**config.mk**
```make
export PLATFORM = sky130hd
export DESIGN_NAME = gha_ram
export DESIGN_NICKNAME = d
export VERILOG_FILES = /design/src/hdl/gha_ram.sv
export SDC_FILE = /design/constraint.sdc
export NUM_CORES = 1
export LEC_CHECK = 0
export BUFFER_PORTS_ARGS = -buffer_cell sky130_fd_sc_hd__clkbuf_2
export CAP_MARGIN = 20
export CELL_PAD_IN_SITES_DETAIL_PLACEMENT = 0
export CELL_PAD_IN_SITES_GLOBAL_PLACEMENT = 1
export CORE_ASPECT_RATIO = 1.5
export CORE_MARGIN = 3
export CORE_UTILIZATION = 40
export DETAILED_ROUTE_END_ITERATION = 10
export GPL_TIMING_DRIVEN = 0
export PLACE_DENSITY = 0.69
export REMOVE_ABC_BUFFERS = 1
export SLEW_MARGIN = 20
export SYNTH_ARGS = -nofsm -noshare
export SYNTH_HDL_FRONTEND = slang
export SYNTH_SLANG_ARGS = --single-unit
```
**constraint.sdc**
```tcl
create_clock -name clk -period 1.8 [get_ports clk]
set_clock_uncertainty 0.15 [all_clocks]
set_input_delay 0.18 -clock clk [delete_from_list [all_inputs] [get_ports clk]]
set_output_delay 0.18 -clock clk [all_outputs]
set_load 0.01 [all_outputs]
```
**src/hdl/gha_ram.sv**
```systemverilog
// ----------------------------------------------------------------------------
// gha_ram
// Simple dual-port synchronous RAM, one write and one registered read port.
// ----------------------------------------------------------------------------
module gha_ram #(
  parameter int WIDTH = 8,
  parameter int DEPTH = 16,
  parameter int AW    = 4
) (
  input  logic             clk,
  input  logic             we,
  input  logic [AW-1:0]    waddr,
  input  logic [WIDTH-1:0] wdata,
  input  logic [AW-1:0]    raddr,
  output logic [WIDTH-1:0] rdata
);

  logic [WIDTH-1:0] mem [0:DEPTH-1];

  always_ff @(posedge clk) begin
    if (we) begin
      mem[waddr] <= wdata;
    end
    rdata <= mem[raddr];
  end

endmodule

```
== After elaboration in Yosys (flattened, before gate mapping) ==
Memory sizes are Yosys's and may differ from the RTL's. A register that Yosys moved wholly into a read port is not among the register bits.
Cells that the tools add are included.

* Logic and storage cells: 3
* Bits in registers: 0
* Memories: 1
* Output and inout port bits: 8
* Bits in writable memories: 128

* Mux-type cells: 2

{| class="wikitable"
|+ Memory list
! memory !! words !! bits a word !! read ports !! clocked after Yosys merged registers in !! wr ports !! RTL line !! source
|-
| mem || 16 || 8 || 1 || 1 || 1 || 18 || <nowiki>logic [WIDTH-1:0] mem [0:DEPTH-1];</nowiki>
|}

{| class="wikitable"
|+ Operators with widths
! cell !! count
|-
| two-way mux 1 bit || 2
|}

== Logic depth before layout (Yosys ltp) ==
* Word-level depth: 2
* Depth in mapped cells: 5

== Worst setup path after synthesis ==
OpenSTA, ideal clock, no wires.

* Kind: input -> register
* From: input waddr[2]
* To: memory mem[0][0] (enable)
* Path slack: -0.023 ns
* Library setup time: 0.383 ns
* Cell stages on the path: 2
* Arrival: 1.290 ns
* Path through: or3b_2 > nor3_1

{| class="wikitable"
|+ RTL lines
! element !! RTL line !! source
|-
| start, declared || 12 || <nowiki>input logic [AW-1:0] waddr,</nowiki>
|-
| end, declared || 18 ||
|}

Straight into the memory's write port.

== Worst setup path after layout ==
* From: input waddr[2]
* To: memory mem[3][3] (enable)

Straight into the memory's write port.

==> impl_metrics.json <==
{
  "outcome": "complete, no violations",
  "setup_ws_ns": 0.1468,
  "syn_area_per_cell_sq_um": 22.48,
  "routed_wl_microns": 9447,
  "cts_max_path_buffers": 2,
  "relSlewSlack_pct": 34.33,
  "num_rows": 50,
  "synth-main-ff-cell": "edfxtp_1",
  "yosys-top-cells-count": "edfxtp_1, mux4_2, a22oi_1",
  "rsz0062_at_grt": "no",
  "clkTransAtPathRegs_ns": 0.05,
  "p_leak_nw": 1.983,
  "postCtsResizedCells": 0,
  "synth_area_sq_mm": 0.005147,
  "antenna_found_initial": 0,
  "dp_hpwl_microns": 5990,
  "clk_latency_ns": 0.41,
  "required_ns": 1.68,
  "place_ws_ns": -0.2867,
  "synthTopCellsByArea": "edfxtp_1, mux4_2, mux4_1",
  "cp.arrival_ns": 1.53,
  "worst-setup-path-type": "in -> reg",
  "io_pins": 26,
  "utilization_pct": 47.86,
  "hold_class": "in -> reg",
  "report.power.total_mw": 7.177,
  "grt_usage_pct": 14.43,
  "max_freq_mhz": 604.9,
  "cts_hold_buf": 0,
  "cp_max_fo": 8,
  "overflow": 0,
  "core_sq_mm": 0.01251,
  "areaGrowthSynthToFinish_pct": 16.33,
  "design_area_sq_mm": 0.005988,
  "drc_errors": 0,
  "io_buffers": 25,
  "viasPerCell": 5.304,
  "initial_core_util_pct": 41.14,
  "wl_met2_microns": 5066,
  "cts.sinks": 136,
  "cp-end-kind": "flop",
  "synth_top_area_cell": "edfxtp_1",
  "tightest_slew_ns": 0.9814,
  "die_area_sq_mm": 0.01429,
  "critPathLaunchType": "primary input",
  "routed-via-count": 2302,
  "ys_ff_latch": 136,
  "synth_top_area_share_pct": 74.67,
  "highest_layer": "met4",
  "cts_tree": "yes",
  "grt_max_degree": 33,
  "drv_slew": 0,
  "final_net_count": 283,
  "cts_buffers": 17,
  "layout-drive-gt1-share_pct": 26.26,
  "synth_edf_count": 128,
  "n_antenna_cell": 0,
  "setup_viol": 0,
  "routed-wl-met3_microns": 414,
  "drt_iter0_markers": 192,
  "finalHoldViolCount": 0,
  "syn_inst": 229,
  "grt_pass1_wl_microns": 14780,
  "final_antenna_net_count": 0,
  "grt_pass1_vias": 2516,
  "place_area_sq_mm": 0.005419,
  "die_w_microns": 98.63,
  "synth_most_common_cell": "edfxtp_1",
  "ir_drop_mv": 0.5604,
  "met1Wirelength_microns": 3819,
  "cts-root-buf": "clkbuf_16",
  "period_share_pct": 91.84,
  "fin_crit_ns": 1.653,
  "avgRoutedWirePerCell_microns": 21.77,
  "htreeDepth": 4,
  "synth_cell_type_count": 19,
  "cap_violations": 0,
  "async_flop_share_pct": 0,
  "power_per_cell_area_mw_per_mm2": 1198,
  "postCtsSetupRepairBufs": 0,
  "dr.pass1.iters": 4,
  "yosysWarnings": 0,
  "gp_congestion": 0.7487,
  "yosysSeqAreaShare_pct": 77.78,
  "die_h_microns": 144.9
}
==> worst max-delay path: stages <==
cell and delay, ns:
clkbuf_2 0.10, or3b_2 0.53, nor2_1 0.72
==> layout make-up <==
class                      instances  area, sq um
clock buffer                      20        436.7
clock inverter                    12        132.6
fill                            1045         6524
multi-input combinational         83         1077
sequential                       136         4004
tap                              156        195.2
timing repair buffer              27        142.6
==> state kept, by name, indices dropped and copies added, names as in the netlist <==
register,flops
mem,128
rdata,8
==> per-stage QoR <==
stage / setup TNS (ns) / cells / hold slack, ns
CTS: 0 / 434 / 0.03021
floorplan: -0.1830 / 219 / 0.1289
global route: 0 / 434 / 0.05677
finish: 0 / 434 / 0.04077
global placement: -26.52 / 400 / 0.4243
detailed placement: -11.68 / 402 / 0.4231
==> metal layers <==
metal,up-vias,track usage [%]
li1,1047,-
met1,1188,17.35
met2,55,24.09
met3,12,4.233
met4,0,6.152
met5,-,0
==> power by group <==
group / internal (mW) / switching (mW) / leakage [nW]
Combinational: 0.127 / 0.187 / 0.490
Clock: 2.14 / 1.16 / 0.269
Sequential: 3.54 / 0.0169 / 1.22
==> cells in the final DEF, fill, tap and decap left out <==
cell,Yosys,layout
a22oi_1,16,16
and2_1,1,1
and2b_1,1,1
buf_4,1,2
bufinv_16,0,3
clkbuf_1,0,3
clkbuf_16,0,17
clkbuf_2,0,24
clkbuf_4,0,1
clkinv_1,0,6
clkinv_2,0,1
clkinvlp_4,0,2
dfxtp_1,8,8
edfxtp_1,128,128
mux4_1,14,14
mux4_2,18,18
nand2_1,9,9
nand2b_1,2,2
nand3_1,1,1
nand3b_1,2,2
nor2_1,13,13
nor2b_1,1,1
nor3_2,0,4
or3b_2,1,1
==> path summary, 6_finish.rpt <==
kind         startpoint          to  slack [ns]  cells after the start
max reg2reg   mem[5][3]    rdata[3]        0.29                      3
min            wdata[6]  mem[10][6]        0.04                      1
min reg2reg  mem[14][0]    rdata[0]        0.51                      3
max            waddr[2]   mem[3][3]        0.15                      3
==> cell families (layout without fill, tap and decap cells) <==
| kind of cell | count (synthesis) | count (layout) | synth area share (%) |
|---|---|---|---|
| AOI/OAI and AO/OA | 16 | 16 | 2.334 |
| buffers and inverters | 10 | 59 | 1.677 |
| DFF | 136 | 136 | 77.78 |
| and+or+nand+nor | 35 | 35 | 3.184 |
| muxes | 32 | 32 | 15.02 |
Note: power is estimated with default switching activity, not from simulation.
